[config.mk]
export PLATFORM = sky130hd
export DESIGN_NAME = rect_split_pieces_core
export DESIGN_NICKNAME = d
export VERILOG_FILES = /design/src/sv/rsp_pkg.sv /design/src/sv/rect_split_pieces_core.sv /design/src/sv/rsp_front.sv /design/src/sv/rsp_queue.sv /design/src/sv/rsp_back.sv
export SDC_FILE = /design/constraint.sdc
export NUM_CORES = 1
export LEC_CHECK = 0
export ABC_AREA = 1
export BUFFER_PORTS_ARGS = -buffer_cell sky130_fd_sc_hd__buf_2
export CORE_ASPECT_RATIO = 1.4
export CORE_MARGIN = 2
export CORE_UTILIZATION = 30
export DETAILED_ROUTE_END_ITERATION = 10
export PLACE_DENSITY = 0.55
export SYNTH_ARGS = -nofsm -noshare
export SYNTH_HDL_FRONTEND = slang
export SYNTH_SLANG_ARGS = --single-unit
[constraint.sdc]
create_clock -name clk_i -period 12.9 [get_ports clk_i]
set_input_delay 0 -clock clk_i [delete_from_list [all_inputs] [get_ports clk_i]]
set_output_delay 0 -clock clk_i [all_outputs]
set_load 0.01 [all_outputs]
[src/sv/rsp_pkg.sv]
// ----------------------------------------------------------------------------
// rsp_pkg
// Shared types and constants of the rectangle split block: piece kinds,
// the piece record and the queue entry that runs from front to back.
// ----------------------------------------------------------------------------
package rsp_pkg;

  // number of pieces one item can produce
  localparam int unsigned NumPieces = 4;

  // depth of the entry queue between front and back
  localparam int unsigned QDepth = 2;
  localparam int unsigned QPtrW  = (QDepth > 1) ? $clog2(QDepth) : 1;
  localparam int unsigned QCntW  = $clog2(QDepth + 1);

  // piece kind, in emission order
  typedef enum logic [1:0] {
    KindTop    = 2'd0,
    KindBottom = 2'd1,
    KindLeft   = 2'd2,
    KindRight  = 2'd3
  } kind_e;

  // one piece, coordinates and sizes wrapped to 17 bits
  typedef struct packed {
    logic signed [16:0] x;
    logic signed [16:0] y;
    logic signed [16:0] w;
    logic signed [16:0] h;
  } piece_t;

  // one classified item: which pieces qualify, and all four pieces
  typedef struct packed {
    logic [NumPieces-1:0]          mask;
    piece_t [NumPieces-1:0]        pc;
  } entry_t;

endpackage

[src/sv/rect_split_pieces_core.sv]
// ----------------------------------------------------------------------------
// rect_split_pieces_core
// Splits a subject rectangle against a cutter rectangle into up to four
// pieces (top, bottom, left, right) and streams them out as results.
// ----------------------------------------------------------------------------
// Each transaction in carries two rectangles and yields one to four result
// transactions: the qualifying pieces in the order top, bottom, left, right,
// or a single empty result when the rectangles do not touch or no piece has
// positive width and height; last_piece_o marks the final one. The block
// keeps no state between items. An item is taken every cycle while the
// result side keeps up; the back end emits one result per cycle while pop is
// held, so the sustained item rate is set by the number of results per item
// (one to four) and the single result port of the back-end serialiser. The
// first result of an item passes the input register, classification into a
// two-entry queue, then the back-end entry register.
module rect_split_pieces_core (
  input  logic                clk_i,
  input  logic                rst_ni,
  input  logic                push,
  output logic                full,
  input  logic signed [15:0]  subject_x_i,
  input  logic signed [15:0]  subject_y_i,
  input  logic signed [15:0]  subject_w_i,
  input  logic signed [15:0]  subject_h_i,
  input  logic signed [15:0]  cutter_x_i,
  input  logic signed [15:0]  cutter_y_i,
  input  logic signed [15:0]  cutter_w_i,
  input  logic signed [15:0]  cutter_h_i,
  output logic                empty,
  input  logic                pop,
  output logic                piece_present_o,
  output logic [1:0]          piece_kind_o,
  output logic signed [16:0]  piece_x_o,
  output logic signed [16:0]  piece_y_o,
  output logic signed [16:0]  piece_w_o,
  output logic signed [16:0]  piece_h_o,
  output logic                last_piece_o
);

  logic             q_push, q_full, q_pop, q_empty;
  rsp_pkg::entry_t  q_wr_entry, q_rd_entry;

  // front end: register and classify
  rsp_front u_front (
    .clk_i       (clk_i),
    .rst_ni      (rst_ni),
    .push_i      (push),
    .full_o      (full),
    .subject_x_i (subject_x_i),
    .subject_y_i (subject_y_i),
    .subject_w_i (subject_w_i),
    .subject_h_i (subject_h_i),
    .cutter_x_i  (cutter_x_i),
    .cutter_y_i  (cutter_y_i),
    .cutter_w_i  (cutter_w_i),
    .cutter_h_i  (cutter_h_i),
    .q_push_o    (q_push),
    .q_entry_o   (q_wr_entry),
    .q_full_i    (q_full)
  );

  // entry queue
  rsp_queue u_queue (
    .clk_i   (clk_i),
    .rst_ni  (rst_ni),
    .push_i  (q_push),
    .entry_i (q_wr_entry),
    .full_o  (q_full),
    .pop_i   (q_pop),
    .entry_o (q_rd_entry),
    .empty_o (q_empty)
  );

  // back end: stream pieces
  rsp_back u_back (
    .clk_i           (clk_i),
    .rst_ni          (rst_ni),
    .q_entry_i       (q_rd_entry),
    .q_empty_i       (q_empty),
    .q_pop_o         (q_pop),
    .empty_o         (empty),
    .pop_i           (pop),
    .piece_present_o (piece_present_o),
    .piece_kind_o    (piece_kind_o),
    .piece_x_o       (piece_x_o),
    .piece_y_o       (piece_y_o),
    .piece_w_o       (piece_w_o),
    .piece_h_o       (piece_h_o),
    .last_piece_o    (last_piece_o)
  );

  // no write into a full queue
  a_no_overflow : assert property (@(posedge clk_i) disable iff (!rst_ni)
    q_push |-> !q_full)
    else $error("entry queue written while full");

  // no read from an empty queue
  a_no_underflow : assert property (@(posedge clk_i) disable iff (!rst_ni)
    q_pop |-> !q_empty)
    else $error("entry queue read while empty");

  // an empty result always closes its item
  a_empty_is_last : assert property (@(posedge clk_i) disable iff (!rst_ni)
    (!empty && !piece_present_o) |-> last_piece_o)
    else $error("empty result not marked last");

  // after a non-final result the item still has a result waiting
  a_item_continues : assert property (@(posedge clk_i) disable iff (!rst_ni)
    (pop && !empty && !last_piece_o) |=> !empty)
    else $error("item ended without a final result");

endmodule

[src/sv/rsp_front.sv]
// ----------------------------------------------------------------------------
// rsp_front
// Front end: registers the incoming rectangles with their far edges, then
// runs the contact test and forms the four pieces and their qualify mask.
// ----------------------------------------------------------------------------
module rsp_front (
  input  logic                 clk_i,
  input  logic                 rst_ni,
  input  logic                 push_i,
  output logic                 full_o,
  input  logic signed [15:0]   subject_x_i,
  input  logic signed [15:0]   subject_y_i,
  input  logic signed [15:0]   subject_w_i,
  input  logic signed [15:0]   subject_h_i,
  input  logic signed [15:0]   cutter_x_i,
  input  logic signed [15:0]   cutter_y_i,
  input  logic signed [15:0]   cutter_w_i,
  input  logic signed [15:0]   cutter_h_i,
  output logic                 q_push_o,
  output rsp_pkg::entry_t      q_entry_o,
  input  logic                 q_full_i
);

  logic                valid_q;
  logic                load;
  logic signed [15:0]  sx_q, sy_q, sw_q, cx_q, cy_q, cw_q;
  logic signed [16:0]  sr_q, sb_q, cr_q, cb_q;

  // stage register hands over to the queue as soon as it has room
  assign q_push_o = valid_q && !q_full_i;
  assign full_o   = valid_q && q_full_i;
  assign load     = push_i && !full_o;

  always_ff @(posedge clk_i or negedge rst_ni) begin
    if (!rst_ni) begin
      valid_q <= 1'b0;
    end else if (load) begin
      valid_q <= 1'b1;
    end else if (q_push_o) begin
      valid_q <= 1'b0;
    end
  end

  // input register with right and bottom edges
  always_ff @(posedge clk_i) begin
    if (load) begin
      sx_q <= subject_x_i;
      sy_q <= subject_y_i;
      sw_q <= subject_w_i;
      cx_q <= cutter_x_i;
      cy_q <= cutter_y_i;
      cw_q <= cutter_w_i;
      sr_q <= 17'(subject_x_i) + 17'(subject_w_i);
      sb_q <= 17'(subject_y_i) + 17'(subject_h_i);
      cr_q <= 17'(cutter_x_i) + 17'(cutter_w_i);
      cb_q <= 17'(cutter_y_i) + 17'(cutter_h_i);
    end
  end

  logic                contact;
  logic                top_sel, bot_sel, left_sel;
  logic signed [15:0]  top_x, top_y, top_w;
  logic signed [16:0]  top_h;
  logic signed [15:0]  bot_x, bot_w;
  logic signed [16:0]  bot_y;
  logic signed [17:0]  bot_h;
  logic signed [15:0]  left_x, left_y, right_x;
  logic signed [16:0]  left_w, max_r;
  logic signed [17:0]  left_h, right_w;

  // contact test on closed extents
  assign contact = (17'(sx_q) <= cr_q) && (17'(cx_q) <= sr_q) &&
                   (17'(sy_q) <= cb_q) && (17'(cy_q) <= sb_q);

  // top piece
  assign top_sel = cy_q > sy_q;
  assign top_x   = top_sel ? sx_q : cx_q;
  assign top_y   = top_sel ? sy_q : cy_q;
  assign top_w   = top_sel ? sw_q : cw_q;
  assign top_h   = top_sel ? (17'(cy_q) - 17'(sy_q)) : (17'(sy_q) - 17'(cy_q));

  // bottom piece
  assign bot_sel = cb_q > sb_q;
  assign bot_x   = bot_sel ? cx_q : sx_q;
  assign bot_y   = bot_sel ? sb_q : cb_q;
  assign bot_w   = bot_sel ? cw_q : sw_q;
  assign bot_h   = bot_sel ? (18'(cb_q) - 18'(sb_q)) : (18'(sb_q) - 18'(cb_q));

  // left piece, from the top piece's bottom edge down to the bottom piece's top edge
  assign left_sel = cx_q > sx_q;
  assign left_x   = left_sel ? sx_q : cx_q;
  assign left_w   = left_sel ? (17'(cx_q) - 17'(sx_q)) : (17'(sx_q) - 17'(cx_q));
  assign left_y   = top_sel ? cy_q : sy_q;
  assign left_h   = 18'(bot_y) - 18'(left_y);

  // right piece starts where the left one ends, the larger left edge
  assign right_x = left_sel ? cx_q : sx_q;
  assign max_r   = (sr_q > cr_q) ? sr_q : cr_q;
  assign right_w = 18'(max_r) - 18'(right_x);

  // queue entry
  always_comb begin
    q_entry_o = '0;
    q_entry_o.mask[rsp_pkg::KindTop]    = contact && (top_w > 0) && (top_h > 0);
    q_entry_o.mask[rsp_pkg::KindBottom] = contact && (bot_w > 0) && (bot_h > 0);
    q_entry_o.mask[rsp_pkg::KindLeft]   = contact && (left_w > 0) && (left_h > 0);
    q_entry_o.mask[rsp_pkg::KindRight]  = contact && (right_w > 0) && (left_h > 0);

    q_entry_o.pc[rsp_pkg::KindTop].x    = 17'(top_x);
    q_entry_o.pc[rsp_pkg::KindTop].y    = 17'(top_y);
    q_entry_o.pc[rsp_pkg::KindTop].w    = 17'(top_w);
    q_entry_o.pc[rsp_pkg::KindTop].h    = top_h;

    q_entry_o.pc[rsp_pkg::KindBottom].x = 17'(bot_x);
    q_entry_o.pc[rsp_pkg::KindBottom].y = bot_y;
    q_entry_o.pc[rsp_pkg::KindBottom].w = 17'(bot_w);
    q_entry_o.pc[rsp_pkg::KindBottom].h = bot_h[16:0];

    q_entry_o.pc[rsp_pkg::KindLeft].x   = 17'(left_x);
    q_entry_o.pc[rsp_pkg::KindLeft].y   = 17'(left_y);
    q_entry_o.pc[rsp_pkg::KindLeft].w   = left_w;
    q_entry_o.pc[rsp_pkg::KindLeft].h   = left_h[16:0];

    q_entry_o.pc[rsp_pkg::KindRight].x  = 17'(right_x);
    q_entry_o.pc[rsp_pkg::KindRight].y  = 17'(left_y);
    q_entry_o.pc[rsp_pkg::KindRight].w  = right_w[16:0];
    q_entry_o.pc[rsp_pkg::KindRight].h  = left_h[16:0];
  end

endmodule

[src/sv/rsp_queue.sv]
// ----------------------------------------------------------------------------
// rsp_queue
// Short register queue of classified entries between front and back.
// ----------------------------------------------------------------------------
module rsp_queue (
  input  logic             clk_i,
  input  logic             rst_ni,
  input  logic             push_i,
  input  rsp_pkg::entry_t  entry_i,
  output logic             full_o,
  input  logic             pop_i,
  output rsp_pkg::entry_t  entry_o,
  output logic             empty_o
);

  rsp_pkg::entry_t                  mem_q [rsp_pkg::QDepth];
  logic [rsp_pkg::QPtrW-1:0]        wr_ptr_q, rd_ptr_q;
  logic [rsp_pkg::QCntW-1:0]        cnt_q;

  assign full_o  = (cnt_q == rsp_pkg::QCntW'(rsp_pkg::QDepth));
  assign empty_o = (cnt_q == '0);
  assign entry_o = mem_q[rd_ptr_q];

  // next pointer with wrap at the queue depth
  function automatic logic [rsp_pkg::QPtrW-1:0] ptr_next(
    input logic [rsp_pkg::QPtrW-1:0] p
  );
    logic [rsp_pkg::QPtrW-1:0] r;
    if (p == rsp_pkg::QPtrW'(rsp_pkg::QDepth - 1)) begin
      r = '0;
    end else begin
      r = p + 1'b1;
    end
    return r;
  endfunction

  // pointers and fill count
  always_ff @(posedge clk_i or negedge rst_ni) begin
    if (!rst_ni) begin
      wr_ptr_q <= '0;
      rd_ptr_q <= '0;
      cnt_q    <= '0;
    end else begin
      if (push_i) begin
        wr_ptr_q <= ptr_next(wr_ptr_q);
      end
      if (pop_i) begin
        rd_ptr_q <= ptr_next(rd_ptr_q);
      end
      if (push_i && !pop_i) begin
        cnt_q <= cnt_q + 1'b1;
      end else if (pop_i && !push_i) begin
        cnt_q <= cnt_q - 1'b1;
      end
    end
  end

  // entry storage
  always_ff @(posedge clk_i) begin
    if (push_i) begin
      mem_q[wr_ptr_q] <= entry_i;
    end
  end

endmodule

[src/sv/rsp_back.sv]
// ----------------------------------------------------------------------------
// rsp_back
// Back end: holds one classified entry and streams its qualifying pieces,
// top first, one per transaction; an entry with none gives one empty result.
// ----------------------------------------------------------------------------
module rsp_back (
  input  logic                clk_i,
  input  logic                rst_ni,
  input  rsp_pkg::entry_t     q_entry_i,
  input  logic                q_empty_i,
  output logic                q_pop_o,
  output logic                empty_o,
  input  logic                pop_i,
  output logic                piece_present_o,
  output logic [1:0]          piece_kind_o,
  output logic signed [16:0]  piece_x_o,
  output logic signed [16:0]  piece_y_o,
  output logic signed [16:0]  piece_w_o,
  output logic signed [16:0]  piece_h_o,
  output logic                last_piece_o
);

  logic                              valid_q;
  logic                              none_q;
  logic [rsp_pkg::NumPieces-1:0]     rem_q;
  rsp_pkg::piece_t [rsp_pkg::NumPieces-1:0] pc_q;

  rsp_pkg::kind_e                    sel;
  logic                              last;
  logic                              take;

  // oldest remaining piece
  always_comb begin
    priority if (rem_q[rsp_pkg::KindTop]) begin
      sel = rsp_pkg::KindTop;
    end else if (rem_q[rsp_pkg::KindBottom]) begin
      sel = rsp_pkg::KindBottom;
    end else if (rem_q[rsp_pkg::KindLeft]) begin
      sel = rsp_pkg::KindLeft;
    end else begin
      sel = rsp_pkg::KindRight;
    end
  end

  assign last    = none_q || ((rem_q & (rem_q - 1'b1)) == '0);
  assign take    = pop_i && valid_q;
  assign q_pop_o = !q_empty_i && (!valid_q || (take && last));

  // entry register and remaining-piece mask
  always_ff @(posedge clk_i or negedge rst_ni) begin
    if (!rst_ni) begin
      valid_q <= 1'b0;
      none_q  <= 1'b0;
      rem_q   <= '0;
    end else if (q_pop_o) begin
      valid_q <= 1'b1;
      none_q  <= (q_entry_i.mask == '0);
      rem_q   <= q_entry_i.mask;
    end else if (take) begin
      if (last) begin
        valid_q <= 1'b0;
      end
      rem_q[sel] <= 1'b0;
    end
  end

  always_ff @(posedge clk_i) begin
    if (q_pop_o) begin
      pc_q <= q_entry_i.pc;
    end
  end

  // result ports
  assign empty_o         = !valid_q;
  assign piece_present_o = !none_q;
  assign piece_kind_o    = none_q ? 2'(rsp_pkg::KindTop) : 2'(sel);
  assign piece_x_o       = none_q ? '0 : pc_q[sel].x;
  assign piece_y_o       = none_q ? '0 : pc_q[sel].y;
  assign piece_w_o       = none_q ? '0 : pc_q[sel].w;
  assign piece_h_o       = none_q ? '0 : pc_q[sel].h;
  assign last_piece_o    = last;

endmodule
==> key figures <==
Setup path
  • Top cell by count, worst path: nor2_1
  • Reg-to-reg slack, setup: 6.55 ns
  • FF-to-FF End: u_queue.mem_q[1][275]$_DFFE_PP_
  • Reg-to-reg startpoint: u_front.sx_q[10]$_DFFE_PP_
  • Worst Reg-to-Reg Cells: 20
  • CP required: 13.32 ns
  • CP delay by family, top: compound AO/OA/AOI/OAI gates
  • Slowest stage delay, CP: 0.77 ns
  • Critical-path maximum fanout: 24
  • Launching element type of the critical path: register
  • Crit path kind: register to register
  • Worst setup EP type: register
  • Crit path DAT: 6.77 ns
  • CP max-delay cell: o21ai_0
  • CP bufs+invs: 1
  • CP cell instances: ha_1 > nand2_1 > nor2_1 > inv_1 > nor2_1 > a31oi_1 > nand2_4 > nand2_2 > o21ai_0 > fa_1 > a21oi_1 > o21bai_1 > nand3_1 > o2111ai_1 > a21boi_0 > xor2_1 > nor4_1 > nand3_1 > o211ai_1 > nor2_1

Flow run
  • MaxCap Viol Count: 0

Timing
  • Hold Worst Slack: 0.0520 ns
  • Final min period: 6.35 ns
  • Clock Skew: 0.0375 ns
  • Fmax: 157 MHz
  • Slew Limit Headroom: 9.35%
  • TNS Setup: 0 ns
  • Setup WS post-layout: 6.55 ns
  • Period utilisation layout: 49.2%
  • Slew @ Worst Pin: 1.35 ns
  • Final setup viols: 0
  • Final Hold Fails: 0
  • RSZ-0062 raised after global routing: false
  • Slew Limit Fails: 0

Synthesis
  • Post-synth EDFFs: 862
  • Synth cell types: 64
  • Largest family of logic cells by synthesized area: simple AND/OR/NAND/NOR gates
  • Top cells by area, synth: edfxtp_1 (57%), ha_1 (7.8%), mux2_2 (5.8%)
  • Share of the synthesized area in the top cell type: 57.3%
  • Syn Std Cell Area: 45200 um2
  • Synth Area in Compound Gates: 9.11%
  • #FFs+latches synth: 873
  • Post-synth ARST share: 1.26%
  • Cell taking the most area after synthesis: edfxtp_1
  • Sequential fraction of the synthesis area: 57.9%
  • Mux cell area share after synthesis: 5.93%
  • Synth Instances: 3995
  • Post-Synth Adder-Cell Area: 8.28%
  • Ys flop type: edfxtp_1
  • Syn_nets: 4419
  • Simple-Gate Fraction of Synth Area: 10.9%
  • YS warnings: 0
  • Avg Synthesized Cell Area: 11.3 um2
  • Xor/xnor share of the synthesized area: 2.71%

Floorplan
  • Starting density of the core: 30.2%
  • Core Rows: 168
  • Die height: 463 um
  • IO Count: 206
  • Die span in x: 332 um
  • Die area: 154000 um2
  • Area of the core: 150000 um2

Clocking
  • Resize count post-CTS: 0
  • Clk_lat worst skew: 0.69 ns
  • CTS tree: built
  • Longest Clk Path Bufs: 3
  • Post-CTS Hold Fix Bufs: 151
  • H-tree depth: 3
  • CTS root buf: clkbuf_16
  • CTS sink cnt: 873
  • Reg clk slew, reported paths: 0.06 ns
  • CTS buffer count: 86
  • Setup bufs post-CTS: 0

Final layout
  • Layout cells sized above 1: 15.8%
  • Fin nets: 4765
  • Cell Count, Final, Fillers Out: 6375
  • Fin util: 35.2%
  • Area Growth Syn to Fin: 16.6%
  • Post-route cell area: 52700 um2

Pwr
  • Leakage power: 20.9 nW
  • VDD IR max: 0.218 mV
  • Pwr Total: 14.3 mW
  • Pwr/cell area: 272 nW/um2

Route
  • Iteration-0 DRC Markers: 2228
  • Vias per Instance: 4.86
  • Final antenna-violating net count: 0
  • Vias: 31.0k
  • DRC: 0
  • Routed wire length: 144000 um
  • Initial DRT Pass Iterations: 5
  • WL/cell: 22.6 um

Place
  • Detail Placement HPWL: 110000 um
  • Post-Place Cells: 6057
  • Gpl congestion: 0.919
  • Cell Area, Placed: 48400 um2
  • Port bufs: 205
  • Post-Place Setup Slack: 6.67 ns

Global route
  • Number of global-route vias before repair: 31.5k
  • First-pass GRT wire length: 207000 um
  • GRT Overall Usage: 18.3%
  • Total gr overflow: 0
  • Largest net degree at the start of global routing: 152
  • Initial antenna violation count: 17

Worst hold path
  • Worst Hold Endpoint: u_front.sy_q[8]$_DFFE_PP_
  • Hold path depth: 2
  • Hold Crit Start: subject_y_i[8]
  • Worst hold path type: input port to register

Status
  • Status: finished clean
==> layer usage <==
metal	track usage, %	up-vias	part of all wire [%]
met2	33.3	759	51
met5	0	-	0.043
met1	21.2	15170	40
met3	2.41	241	4.3
met4	8.70	10	4.8
li1	-	14773	-
==> cells in the mapped netlist (8+ instances only) <==
cell type and number:
a21o_1 15, a21oi_1 217, a31oi_1 44, buf_1 12, buf_2 25, buf_4 8, clkbuf_1 78, dfrtp_1 11
edfxtp_1 862, fa_1 12, ha_1 280, inv_1 449, inv_2 9, mux2_2 231, mux2i_1 8, nand2_1 637
nand2_2 27, nand2_4 11, nand3_1 154, nand4_1 23, nor2_1 205, nor3_1 23, nor4_1 18, o2111ai_1 10
o211ai_1 44, o21a_1 14, o21ai_0 275, o21ai_1 32, o21bai_1 22, o22ai_1 9, xnor2_1 28, xor2_1 112
==> worst max-delay path by stage <==
stage | startpoint | endpoint | slack [ns] | cells after the start
global route | u_front.cx_q[15]$_DFFE_PP_ | u_queue.mem_q[0][275]$_DFFE_PP_ | 6.30 | 22
finish | u_front.sx_q[10]$_DFFE_PP_ | u_queue.mem_q[1][275]$_DFFE_PP_ | 6.55 | 20
detailed placement | u_front.sx_q[10]$_DFFE_PP_ | u_queue.mem_q[0][275]$_DFFE_PP_ | 6.67 | 20
CTS | u_front.sx_q[10]$_DFFE_PP_ | u_queue.mem_q[1][275]$_DFFE_PP_ | 6.66 | 20
global placement | u_front.cx_q[10]$_DFFE_PP_ | u_queue.mem_q[0][275]$_DFFE_PP_ | 6.66 | 21
floorplan | u_queue.cnt_q[0]$_DFFE_PN0P_ | u_queue.mem_q[1][0]$_DFFE_PP_ | 1.62 | 4
==> worst reg2reg max path, cell delays in order, from the launching register on <==
cell and delay (ns):
edfxtp_1 0.56, ha_1 0.53, nand2_1 0.16, nor2_1 0.24, inv_1 0.14, nor2_1 0.44
a31oi_1 0.32, nand2_4 0.29, nand2_2 0.29, o21ai_0 0.78, fa_1 0.36, a21oi_1 0.09
o21bai_1 0.40, nand3_1 0.12, o2111ai_1 0.15, a21boi_0 0.21, xor2_1 0.20, nor4_1 0.35
nand3_1 0.11, o211ai_1 0.25, nor2_1 0.11
==> cell type report <==
type	instances	area (um2)
tap	1955	2450
clock inverter	57	523
timing repair buffer	390	2820
fill	14845	97000
sequential	873	26200
antenna	9	22.5
multi-input combinational	2528	16700
inverter	462	1740
clock buffer	101	2230
==> state kept, by name, summed over array words and instances (netlist names), 17 cells and up <==
signal / count
u_back.pc_q: 230
u_front.sb_q: 17
u_front.cr_q: 17
u_queue.mem_q: 468
u_front.sr_q: 17
u_front.cb_q: 17
==> kinds of logic (layout without fill, tap and decap cells) <==
| logic type | Yosys count | in the layout |
|---|---|---|
| AOI/OAI and AO/OA | 724 | 724 |
| xor gates and xnor gates | 140 | 140 |
| adders and majority gates | 292 | 292 |
| buffers and inverters | 594 | 1010 |
| DFF | 873 | 873 |
| muxes | 239 | 239 |
| other | 0 | 9 |
| and+or+nand+nor | 1133 | 1133 |
==> cell usage in the layout, fill, tap and decap left out, drive strengths merged, types with 22 or more instances in the layout <==
cell type / n
edfxtp: 862
nand2: 676
inv: 465
o21ai: 312
ha: 280
buf: 239
mux2: 231
a21oi: 224
nor2: 215
nand3: 159
dlygate4sd3: 151
xor2: 112
clkbuf: 101
a31oi: 44
o211ai: 44
clkinv: 43
xnor2: 28
nor3: 26
nand4: 23
o21bai: 22
==> where the power goes <==
group	switching (mW)	leakage (nW)	internal, mW	total, mW
registers	0.335	8.30	5.02	5.36
clock network	1.13	1.33	1.34	2.46
logic	4.57	11.2	1.92	6.49
total	6.03	20.9	8.29	14.3
Power figures use the tool's default switching activity.
